### config.mk
export PLATFORM = sky130hd
export DESIGN_NAME = greek_byte_transliterator_unit
export DESIGN_NICKNAME = d
export VERILOG_FILES = /design/src/rtl/core/gbt_pkg.sv /design/src/rtl/core/gbt_front.sv /design/src/rtl/core/gbt_queue.sv /design/src/rtl/core/gbt_back.sv /design/src/rtl/core/greek_byte_transliterator_unit.sv
export VERILOG_INCLUDE_DIRS = /design/src /design/src/rtl/core
export SDC_FILE = /design/constraint.sdc
export NUM_CORES = 1
export LEC_CHECK = 0
export BUFFER_PORTS_ARGS = -buffer_cell sky130_fd_sc_hd__clkbuf_2
export CORE_MARGIN = 2
export CORE_UTILIZATION = 62
export CTS_CLUSTER_SIZE = 14
export DETAILED_ROUTE_END_ITERATION = 7
export GPL_ROUTABILITY_DRIVEN = 0
export PLACE_DENSITY = 0.92
export SLEW_MARGIN = 20
export SYNTH_ARGS = -nofsm -noshare
export SYNTH_HDL_FRONTEND = slang
export SYNTH_SLANG_ARGS = --single-unit
### constraint.sdc
create_clock -name clk -period 5.8 [get_ports clk]
set_clock_uncertainty 0.05 [all_clocks]
set_input_delay 0.58 -clock clk [delete_from_list [all_inputs] [get_ports clk]]
set_output_delay 0.58 -clock clk [all_outputs]
set_load 0.01 [all_outputs]
### src/rtl/core/greek_byte_transliterator_unit_macros.svh
// Assertion helpers shared by the transliterator modules.
`ifndef GREEK_BYTE_TRANSLITERATOR_UNIT_MACROS_SVH
`define GREEK_BYTE_TRANSLITERATOR_UNIT_MACROS_SVH

// Same-cycle implication, disabled while reset is asserted.
`define GBT_ASSERT_NOW(label, clk, rst_n, ante, cons, msg) \
	label: assert property (@(posedge clk) disable iff (!(rst_n)) (ante) |-> (cons)) \
		else $error(msg);

// Next-cycle implication, disabled while reset is asserted.
`define GBT_ASSERT_NEXT(label, clk, rst_n, ante, cons, msg) \
	label: assert property (@(posedge clk) disable iff (!(rst_n)) (ante) |=> (cons)) \
		else $error(msg);

`endif

### src/rtl/core/gbt_pkg.sv
`default_nettype none
package gbt_pkg;

	localparam int RUN_CHARS   = 4;
	localparam int TEXT_CHARS  = 3;
	localparam int QUEUE_DEPTH = 2;

	localparam logic [7:0] CTRL_LIMIT = 8'd32;
	localparam logic [7:0] CAP_MU     = 8'd204;
	localparam logic [7:0] CAP_NU     = 8'd205;
	localparam logic [7:0] SMALL_MU   = 8'd236;
	localparam logic [7:0] SMALL_NU   = 8'd237;
	localparam logic [7:0] CAP_PI     = 8'd208;
	localparam logic [7:0] SMALL_PI   = 8'd240;
	localparam logic [7:0] CAP_TAU    = 8'd212;
	localparam logic [7:0] SMALL_TAU  = 8'd244;

	typedef struct packed {
		logic [1:0]                  len;
		logic [TEXT_CHARS-1:0][7:0]  chr;
	} text_t;

	typedef struct packed {
		logic [2:0]                  cnt;
		logic [RUN_CHARS-1:0][7:0]   chr;
	} run_t;

	function automatic text_t txt1(input logic [7:0] a);
		text_t t;
		t.len    = 2'd1;
		t.chr[0] = a;
		t.chr[1] = 8'd0;
		t.chr[2] = 8'd0;
		return t;
	endfunction

	function automatic text_t txt2(input logic [7:0] a, input logic [7:0] b);
		text_t t;
		t.len    = 2'd2;
		t.chr[0] = a;
		t.chr[1] = b;
		t.chr[2] = 8'd0;
		return t;
	endfunction

	function automatic text_t txt3(input logic [7:0] a, input logic [7:0] b,
			input logic [7:0] c);
		text_t t;
		t.len    = 2'd3;
		t.chr[0] = a;
		t.chr[1] = b;
		t.chr[2] = c;
		return t;
	endfunction

	// Latin text for one ISO-8859-7 byte; unmapped bytes stand for themselves.
	function automatic text_t map_text(input logic [7:0] c);
		text_t t;
		case (c)
			8'd193: t = txt1("A");
			8'd194: t = txt1("V");
			8'd195: t = txt1("G");
			8'd196: t = txt1("D");
			8'd197: t = txt1("E");
			8'd198: t = txt1("Z");
			8'd199: t = txt1("H");
			8'd200: t = txt1("8");
			8'd201: t = txt1("I");
			8'd202: t = txt1("K");
			8'd203: t = txt1("L");
			8'd204: t = txt1("M");
			8'd205: t = txt1("N");
			8'd206: t = txt2("K", "S");
			8'd207: t = txt1("O");
			8'd208: t = txt1("P");
			8'd209: t = txt1("R");
			8'd211: t = txt1("S");
			8'd212: t = txt1("T");
			8'd213: t = txt1("Y");
			8'd214: t = txt1("F");
			8'd215: t = txt1("X");
			8'd216: t = txt2("P", "S");
			8'd217: t = txt1("W");
			8'd225: t = txt1("a");
			8'd226: t = txt1("v");
			8'd227: t = txt1("g");
			8'd228: t = txt1("d");
			8'd229: t = txt1("e");
			8'd230: t = txt1("z");
			8'd231: t = txt1("h");
			8'd232: t = txt1("8");
			8'd233: t = txt1("i");
			8'd234: t = txt1("k");
			8'd235: t = txt1("l");
			8'd236: t = txt1("m");
			8'd237: t = txt1("n");
			8'd238: t = txt2("k", "s");
			8'd239: t = txt1("o");
			8'd240: t = txt1("p");
			8'd241: t = txt1("r");
			8'd242: t = txt1("s");
			8'd243: t = txt1("s");
			8'd244: t = txt1("t");
			8'd245: t = txt1("y");
			8'd246: t = txt1("f");
			8'd247: t = txt1("x");
			8'd248: t = txt2("p", "s");
			8'd249: t = txt1("w");
			8'd182: t = txt2("'", "A");
			8'd184: t = txt2("'", "E");
			8'd185: t = txt2("'", "H");
			8'd186: t = txt2("'", "I");
			8'd188: t = txt2("'", "O");
			8'd191: t = txt2("'", "W");
			8'd190: t = txt2("'", "Y");
			8'd220: t = txt2("a", "'");
			8'd221: t = txt2("e", "'");
			8'd222: t = txt2("h", "'");
			8'd223: t = txt2("i", "'");
			8'd252: t = txt2("o", "'");
			8'd254: t = txt2("w", "'");
			8'd253: t = txt2("y", "'");
			8'd250: t = txt2("i", "\"");
			8'd251: t = txt2("y", "\"");
			8'd192: t = txt3("i", "'", "\"");
			8'd224: t = txt3("y", "'", "\"");
			default: t = txt1(c);
		endcase
		return t;
	endfunction

endpackage
`default_nettype wire

### src/rtl/core/gbt_front.sv
`default_nettype none
module gbt_front (
	input  wire logic          clk,
	input  wire logic          arst_n,
	input  wire logic          push,
	input  wire logic [7:0]    in_byte,
	input  wire logic          q_full,
	output logic               q_push,
	output gbt_pkg::run_t      q_data
);

	typedef enum logic [2:0] {
		HELD_NONE,
		HELD_SMALL_MU,
		HELD_CAP_MU,
		HELD_SMALL_NU,
		HELD_CAP_NU
	} held_t;

	held_t           held_q;
	held_t           held_next;
	gbt_pkg::text_t  txt;
	logic            ctrl;
	logic            is_pi;
	logic            is_tau;
	logic            rel;
	logic [7:0]      rel_char;
	logic            accept;
	logic            takes_hold;

	assign ctrl   = in_byte < gbt_pkg::CTRL_LIMIT;
	assign is_pi  = (in_byte == gbt_pkg::SMALL_PI) || (in_byte == gbt_pkg::CAP_PI);
	assign is_tau = (in_byte == gbt_pkg::SMALL_TAU) || (in_byte == gbt_pkg::CAP_TAU);
	assign accept = push && !q_full;

	always_comb begin
		txt      = gbt_pkg::map_text(in_byte);
		rel      = 1'b0;
		rel_char = 8'd0;
		case (held_q)
			HELD_SMALL_MU: begin
				if (is_pi) txt = gbt_pkg::txt1("b");
				else begin
					rel      = 1'b1;
					rel_char = "m";
				end
			end
			HELD_CAP_MU: begin
				if (is_pi) txt = gbt_pkg::txt1("B");
				else begin
					rel      = 1'b1;
					rel_char = "M";
				end
			end
			HELD_SMALL_NU: begin
				if (is_tau) txt = gbt_pkg::txt1("d");
				else begin
					rel      = 1'b1;
					rel_char = "n";
				end
			end
			HELD_CAP_NU: begin
				if (is_tau) txt = gbt_pkg::txt1("D");
				else begin
					rel      = 1'b1;
					rel_char = "N";
				end
			end
			default: ;
		endcase
	end

	always_comb begin
		takes_hold = 1'b1;
		case (in_byte)
			gbt_pkg::CAP_MU:   held_next = HELD_CAP_MU;
			gbt_pkg::CAP_NU:   held_next = HELD_CAP_NU;
			gbt_pkg::SMALL_MU: held_next = HELD_SMALL_MU;
			gbt_pkg::SMALL_NU: held_next = HELD_SMALL_NU;
			default: begin
				held_next  = HELD_NONE;
				takes_hold = 1'b0;
			end
		endcase
	end

	// Released letter leads the run, then the text of this byte unless it is held back.
	always_comb begin
		q_data.cnt = {2'b00, rel} + (takes_hold ? 3'd0 : {1'b0, txt.len});
		if (rel) begin
			q_data.chr[0] = rel_char;
			q_data.chr[1] = txt.chr[0];
			q_data.chr[2] = txt.chr[1];
			q_data.chr[3] = txt.chr[2];
		end else begin
			q_data.chr[0] = txt.chr[0];
			q_data.chr[1] = txt.chr[1];
			q_data.chr[2] = txt.chr[2];
			q_data.chr[3] = 8'd0;
		end
	end

	assign q_push = accept && !ctrl && (q_data.cnt != 3'd0);

	always_ff @(posedge clk or negedge arst_n) begin
		if (!arst_n) begin
			held_q <= HELD_NONE;
		end else if (accept && !ctrl) begin
			held_q <= held_next;
		end
	end

endmodule
`default_nettype wire

### src/rtl/core/gbt_queue.sv
`default_nettype none
`include "greek_byte_transliterator_unit_macros.svh"
module gbt_queue #(
	parameter int DEPTH = gbt_pkg::QUEUE_DEPTH
) (
	input  wire logic          clk,
	input  wire logic          arst_n,
	input  wire logic          wr_en,
	input  gbt_pkg::run_t      wr_data,
	output logic               full,
	output logic               rd_valid,
	input  wire logic          rd_en,
	output gbt_pkg::run_t      rd_data
);

	localparam int PTR_W = (DEPTH > 1) ? $clog2(DEPTH) : 1;
	localparam int CNT_W = $clog2(DEPTH + 1);

	gbt_pkg::run_t     mem_q [DEPTH];
	logic [PTR_W-1:0]  wr_ptr_q;
	logic [PTR_W-1:0]  rd_ptr_q;
	logic [CNT_W-1:0]  cnt_q;
	logic              do_wr;
	logic              do_rd;

	assign full     = cnt_q == CNT_W'(DEPTH);
	assign rd_valid = cnt_q != '0;
	assign do_wr    = wr_en && !full;
	assign do_rd    = rd_en && rd_valid;
	assign rd_data  = mem_q[rd_ptr_q];

	function automatic logic [PTR_W-1:0] ptr_inc(input logic [PTR_W-1:0] p);
		return (p == PTR_W'(DEPTH - 1)) ? '0 : p + 1'b1;
	endfunction

	always_ff @(posedge clk or negedge arst_n) begin
		if (!arst_n) begin
			wr_ptr_q <= '0;
			rd_ptr_q <= '0;
			cnt_q    <= '0;
		end else begin
			if (do_wr) wr_ptr_q <= ptr_inc(wr_ptr_q);
			if (do_rd) rd_ptr_q <= ptr_inc(rd_ptr_q);
			if (do_wr && !do_rd) cnt_q <= cnt_q + 1'b1;
			else if (do_rd && !do_wr) cnt_q <= cnt_q - 1'b1;
		end
	end

	always_ff @(posedge clk) begin
		if (do_wr) mem_q[wr_ptr_q] <= wr_data;
	end

	`GBT_ASSERT_NOW(a_cnt_bound, clk, arst_n, 1'b1, cnt_q <= CNT_W'(DEPTH), "queue count overflow")
	`GBT_ASSERT_NEXT(a_cnt_rise, clk, arst_n, do_wr && !do_rd, cnt_q == $past(cnt_q) + 1'b1, "queue count did not advance on write")

endmodule
`default_nettype wire

### src/rtl/core/gbt_back.sv
`default_nettype none
`include "greek_byte_transliterator_unit_macros.svh"
module gbt_back (
	input  wire logic          clk,
	input  wire logic          arst_n,
	input  wire logic          q_valid,
	input  gbt_pkg::run_t      q_data,
	output logic               q_pop,
	output logic               empty,
	input  wire logic          pop,
	output logic [7:0]         out_char,
	output logic               last_char
);

	gbt_pkg::run_t  run_q;
	logic [1:0]     idx_q;
	logic           busy_q;
	logic           out_valid_q;
	logic [7:0]     out_char_q;
	logic           last_q;
	logic           out_ld;
	logic           emit;
	logic           last_w;
	logic           work_free;

	assign out_ld    = !out_valid_q || pop;
	assign emit      = busy_q && out_ld;
	assign last_w    = ({1'b0, idx_q} + 3'd1) == run_q.cnt;
	assign work_free = !busy_q || (emit && last_w);
	assign q_pop     = q_valid && work_free;

	assign empty     = !out_valid_q;
	assign out_char  = out_char_q;
	assign last_char = last_q;

	always_ff @(posedge clk or negedge arst_n) begin
		if (!arst_n) begin
			busy_q      <= 1'b0;
			idx_q       <= 2'd0;
			out_valid_q <= 1'b0;
		end else begin
			if (q_pop) begin
				busy_q <= 1'b1;
				idx_q  <= 2'd0;
			end else if (emit && last_w) begin
				busy_q <= 1'b0;
			end else if (emit) begin
				idx_q <= idx_q + 2'd1;
			end
			if (emit) out_valid_q <= 1'b1;
			else if (pop) out_valid_q <= 1'b0;
		end
	end

	always_ff @(posedge clk) begin
		if (q_pop) run_q <= q_data;
		if (emit) begin
			out_char_q <= run_q.chr[idx_q];
			last_q     <= last_w;
		end
	end

	`GBT_ASSERT_NOW(a_idx_in_run, clk, arst_n, busy_q, {1'b0, idx_q} < run_q.cnt, "run index past run length")
	`GBT_ASSERT_NEXT(a_last_flag, clk, arst_n, emit && last_w, out_valid_q && last_q, "final item of run not flagged")

endmodule
`default_nettype wire

### src/rtl/core/greek_byte_transliterator_unit.sv
// ISO-8859-7 to Latin transliterator.
// Input channel: in_byte is taken when push is high and full is low.
// Result channel: while empty is low, out_char/last_char show the oldest item;
// it is taken when pop is high. last_char marks the final item of a byte's run.
// Each byte yields zero to four items: bytes below 32 and a mu or nu that is
// held back yield none; a held mu/nu is released ahead of the next byte or
// merged with a following pi/tau into b/B or d/D.
// A run's first item passes the run queue, run register and output register.
// Throughput: the input side takes one byte per cycle while the run queue has
// room; the output side delivers one item per cycle while the receiver keeps
// popping and runs are waiting in the queue.
// A stalled receiver holds the output register; the run queue then fills and
// full rises, with no item lost.
// Reset clears the held letter, the run queue and the output register.
`default_nettype none
module greek_byte_transliterator_unit #(
	parameter int QUEUE_DEPTH = gbt_pkg::QUEUE_DEPTH
) (
	input  wire logic        clk,
	input  wire logic        arst_n,
	input  wire logic        push,
	output logic             full,
	input  wire logic [7:0]  in_byte,
	output logic             empty,
	input  wire logic        pop,
	output logic [7:0]       out_char,
	output logic             last_char
);

	gbt_pkg::run_t  fq_data;
	gbt_pkg::run_t  qb_data;
	logic           fq_push;
	logic           qb_valid;
	logic           qb_pop;

	gbt_front u_front (
		.clk     (clk),
		.arst_n  (arst_n),
		.push    (push),
		.in_byte (in_byte),
		.q_full  (full),
		.q_push  (fq_push),
		.q_data  (fq_data)
	);

	gbt_queue #(
		.DEPTH (QUEUE_DEPTH)
	) u_queue (
		.clk      (clk),
		.arst_n   (arst_n),
		.wr_en    (fq_push),
		.wr_data  (fq_data),
		.full     (full),
		.rd_valid (qb_valid),
		.rd_en    (qb_pop),
		.rd_data  (qb_data)
	);

	gbt_back u_back (
		.clk       (clk),
		.arst_n    (arst_n),
		.q_valid   (qb_valid),
		.q_data    (qb_data),
		.q_pop     (qb_pop),
		.empty     (empty),
		.pop       (pop),
		.out_char  (out_char),
		.last_char (last_char)
	);

endmodule
`default_nettype wire
After elaboration in Yosys (flattened, before gate mapping)
Memories as Yosys holds them, arrays and structs flattened. A register that Yosys moved wholly into a read port is not among the register bits.
Cells that the tools add are included.
- memories: 1
- input port bits: 12
- memory bits (writable): 70
- register bits after elaboration: 20
- memory list (name ; words ; bits a word ; rd ports ; clocked after Yosys merged registers in ; write ports ; line ; text):
    u_queue.mem_q ; 2 ; 35 ; 1 ; 1 ; 1 ; gbt_queue.sv:19 ; gbt_pkg::run_t mem_q [DEPTH];
- mux-type cells: 33
- equality and inequality tests: 74
- reductions and logical operators: 32
- add/subtract/negate cells: 7
- magnitude comparators: 2
- operator list (operator ; number):
    one-hot mux 26 bit (65 select lines) ; 1
    == test 8 bit, second input constant ; 67
    two-way mux 26 bit ; 4
    one-hot mux 26 bit (4 select lines) ; 1
    two-way mux 32 bit ; 1
    one-hot mux 8 bit (4 select lines) ; 1
    two-way mux 7 bit ; 4
    binary-select mux 8 bit (select 2 bit) ; 1
    two-way mux 2 bit ; 6
    one-hot mux 3 bit (4 select lines) ; 1
    two-way mux 1 bit ; 11
    logical AND 1 bit ; 10
    nonzero test 2 bit ; 5
    < comparator 8 x 6 -> 1 bit, second input constant ; 1
    two-way mux 8 bit ; 1
    OR reduction 2 bit ; 4
    == test 3 x 2 -> 1 bit, second input constant ; 2
    zero test 1 bit ; 6
    adder 2 x 1 -> 2 bit, second input constant ; 2
    logical OR 1 bit ; 4
    OR reduction 4 bit ; 1
    adder 1 x 3 -> 3 bit ; 1
    adder 2 x 1 -> 3 bit, second input constant ; 1
    == test 3 x 1 -> 1 bit, second input constant ; 1
    10 further kinds ; 11

Longest topological paths before layout
- depth in word-level cells: 14
- depth in mapped cells: 18
- gate-level depth less buffers: 15

Cells and area by module
A second synthesis with hierarchy kept.
- cells, all modules: 524
- area, all modules: 6620.1 sq um
- modules (own cells, without submodules) (module ; instances ; area an instance (sq um) ; cells an instance):
    gbt_queue ; 1 ; 2876.5 ; 128
    gbt_front ; 1 ; 1911.8 ; 310
    gbt_back ; 1 ; 1831.8 ; 86

Worst setup path before layout
Ideal clock, no wire load.
- path kind: input to register
- start point: input port in_byte[1]
- end point: memory u_queue.mem_q[0][0] (netlist bit), enable pin
- library setup time: 445 ps
- setup slack: 808 ps
- cell stages on the path: 13
- arrival time: 4498 ps
- path through: buf_2 -> buf_2 -> buf_2 -> buf_2 -> buf_2 -> o22ai_1 -> a221oi_1 -> o21ai_0 -> o31a_1 -> ha_1 -> ha_1 -> nor3_1 -> nor3_1
- RTL lines (what ; line ; text):
    start, declared ; greek_byte_transliterator_unit.sv:23 ; input wire logic [7:0] in_byte,
    end, declared ; gbt_queue.sv:19 ;

==> summary.txt <==
Finish
  – Fillers: 609
  – Post-route cell area: 5894 µm²
  – Sequential Area: 2979 µm²
  – Nets: 514
  – Area Growth Syn to Fin: 4.341%
  – Share of cells above drive strength 1: 17.30%
  – Antenna Diode Count: 0
  – Multi-input logic area: 2405 µm²

Timing
  – Fin. max-slew vios: 0
  – Worst Max-Slew Pin Slew: 0.9777 ns
  – Max_slew headroom: 34.82%
  – Final Hold Fails: 0
  – Final setup TNS: 0 ns
  – Final worst-path cycle share: 70.63%
  – Fin crit period: 4.096 ns
  – Max Clk Rate: 244.1 MHz
  – RSZ-0062 raised after global routing: false
  – Final Setup Violations: 0

Place
  – DP HPWL: 8322 µm
  – DP Area: 5695 µm²
  – Port bufs: 22

Critical path
  – FF-to-FF End: u_queue.cnt_q[1]
  – Startpoint Class: input pin
  – Critical path endpoint category: register
  – Crit path max-delay family: simple AND/OR/NAND/NOR gates
  – Critical path peak fanout: 53
  – Critical-path cell list: clkbuf_2, nor2b_1, o211ai_1, nand3_1, a211oi_1, o21ai_0, o31a_1, ha_1, ha_1, nor3_1, nor2_1, ha_1, xor2_1, nor2_1, xor2_1
  – Critical path class: input pin to register
  – Most common cell on crit path: ha_1
  – CP peak stage delay: 0.72 ns
  – Reg2reg setup slack: 2.17 ns
  – Buf/Inv on CP: 1
  – R2R cell count: 13
  – Slowest cell on crit path: clkbuf_2
  – CP Data Arrival Time: 4.33 ns
  – Req. time, crit path: 6.03 ns
  – R2r startpoint: u_front.held_q[1]

Logic synthesis
  – Leading area contributor after synthesis: edfxtp_1
  – Top-area cell type share of the netlist area: 47.84%
  – Adder and majority gate portion of the synthesized area: 0.8859%
  – Synth Area in Compound Gates: 14.68%
  – Syn_area_per_cell: 11.16 µm²
  – Largest family of logic cells by synthesized area: simple AND/OR/NAND/NOR gates
  – Syn Std Cell Area: 5649 µm²
  – Async set-reset flop share out of synthesis: 10.89%
  – Xor/xnor share of the synthesized area: 2.326%
  – Top cells by count, synth: 90 x edfxtp_1, 40 x nand2_1, 37 x nor2_1
  – Count leader, synth: edfxtp_1
  – Ys Warns: 0
  – Seq/Total Area, Yosys: 52.71%
  – Ranking of synthesized cells by area: edfxtp_1 48%, mux2_2 5.6%, dfrtp_1 4.9%
  – Yosys reg bits: 101
  – Synth Net Count: 522
  – Ys flop type: edfxtp_1
  – Post-synth EDFFs: 90
  – Count of cell types in the netlist: 77
  – Multiplexer share of the synthesized area: 8.505%
  – Synthesized instance count: 506
  – Post-synthesis simple-gate area fraction: 16.08%

Clock tree
  – Worst skew pair latency: 0.36 ns
  – TritonCTS Buffers: 9
  – Cts repair resizes: 0
  – Worst-path clk slew: 0.09 ns
  – CTS sink cnt: 101
  – Clock Path Buffers: 2
  – CTS HTree Levels: 3
  – Clock Tree Root: clkbuf_8
  – CTS tree: done
  – Post-CTS setup buffers: 0
  – Hold-fix buffer count after cts: 0

Global routing
  – Pin count of the biggest net entering global routing: 54
  – Initial antenna violation count: 0
  – Grt total ovfl: 0
  – Total GRT Usage: 25.34%
  – Vias in the first global route: 3982
  – Global-route wire length before repair: 19700 µm

Drt
  – Post-Route WL: 12230 µm
  – DRC viols: 0
  – Vias: 4213
  – Drt wl/cell: 20.01 µm
  – Highest Signal Layer: met4
  – Detailed Routing Iterations Pass 1: 5
  – Vias per cell: 6.895
  – Iteration-0 DRC Markers: 605
  – Metal2 WL: 5654 µm
  – Met1 WL: 4860 µm
  – Post-route antenna net violation count: 0
  – Met3 wire len: 1114 µm

Worst hold path
  – Tightest Hold Check Type: input pin to async pin

Run status
  – Status: complete, no violations

Power and ir drop
  – Pwr dens: 366.1 nW/µm²
  – Worst vdd ir: 0.0002047 V
  – Leak Pwr: 2.092 nW

Floorplan
  – IO Pins: 23
  – Core Region: 8763 µm²
  – Die X-Extent: 99.46 µm
  – DIE AREA: 9891 µm²
  – Initial Util: 64.46%
  – Die H: 99.46 µm
  – Site Rows: 34

Flow run
  – Maximum Capacitance Violations: 0
-- metrics by stage --
step	utilization (%)	std cells	setup slack, ns	hold WS (ns)	power (mW)
2_1_floorplan	-	506	0.8076	0.2344	1.573
3_3_place_gp	64.99	595	1.606	0.4031	1.692
3_5_place_dp	64.99	595	1.406	0.4234	1.732
4_1_cts	67.25	611	1.790	0.02945	2.171
5_1_grt	67.26	611	1.360	0.03927	2.263
6_report	67.26	611	1.704	0.03487	2.158
-- layout make-up --
type / count / share of cell area [%]
Clock inverter: 7 / 1.252
Clock buffer: 9 / 2.101
Tap cell: 108 / 2.293
Timing Repair Buffer: 26 / 2.377
Inverter: 10 / 0.6368
Sequential cell: 101 / 50.54
Multi-Input combinational cell: 350 / 40.80
-- worst max-delay path by stage --
stage	from	endpoint	slack, ns	cells after the start
finish	in_byte[1]	u_queue.cnt_q[1]	1.70	15
global route	in_byte[1]	u_queue.cnt_q[1]	1.36	15
CTS	in_byte[1]	u_queue.cnt_q[1]	1.79	14
detailed placement	in_byte[1]	u_queue.cnt_q[1]	1.41	14
global placement	in_byte[1]	u_queue.mem_q[1][15]	1.61	13
floorplan	in_byte[1]	u_queue.mem_q[0][0]	0.81	13
-- cells by family (layout without fill, tap and decap cells) --
family | count (synthesis) | in the layout
XOR/XNOR | 15 | 15
AND/OR/NAND/NOR | 171 | 171
AO/OA/AOI/OAI | 118 | 118
buffers and inverters | 55 | 52
multiplexers | 42 | 42
flip-flops | 101 | 101
adder cells (fa/ha/maj) | 4 | 4
-- registers in the layout, summed over array words and instances, names as in the netlist --
| name | cells |
|---|---|
| u_back.idx_q | 2 |
| u_queue.wr_ptr_q | 1 |
| u_back.run_q | 27 |
| u_back.busy_q | 1 |
| u_queue.cnt_q | 2 |
| u_back.out_valid_q | 1 |
| u_queue.rd_ptr_q | 1 |
| u_back.last_char | 1 |
| u_queue.mem_q | 54 |
| u_front.held_q | 3 |
| u_back.out_char | 8 |
-- routing by layer --
metal,track usage (%),vias up
met1,33.74,1931
met2,39.81,299
li1,-,1913
met3,5.060,70
met5,0,-
met4,12.96,0
-- cell usage in the layout, fill, tap and decap left out, drive strengths merged, types with 7 or more instances in the layout --
cell    Yosys  final
edfxtp     90     90
nand2      41     41
nor2       37     37
clkbuf     16     31
mux2       28     28
o21ai      22     22
a21oi      19     19
o22ai      16     16
nor3       16     16
mux2i      12     12
inv        10     12
nand3      11     11
nand2b     11     11
dfrtp      11     11
xor2        9      9
a31oi       8      8
nor2b       7      7
-- power breakdown --
group          switching, mW  leakage (nW)  internal [mW]
Clock                  0.236        0.0952          0.202
Sequential             0.127         0.969           1.04
Combinational          0.303          1.03          0.255
Total                  0.666          2.09           1.49
-- worst register-to-register path, cell delays in order (launching register included) --
cell     delay, ns
dfrtp_1       0.64
nor2_1        0.14
xnor2_1       0.78
o21ai_1       0.14
buf_4         0.25
inv_1         0.07
ha_1          0.14
ha_1          0.25
nor3_1        0.29
nor2_1        0.12
ha_1          0.20
xor2_1        0.14
nor2_1        0.15
xor2_1        0.18
No activity file was read; power rests on OpenSTA's default activity.
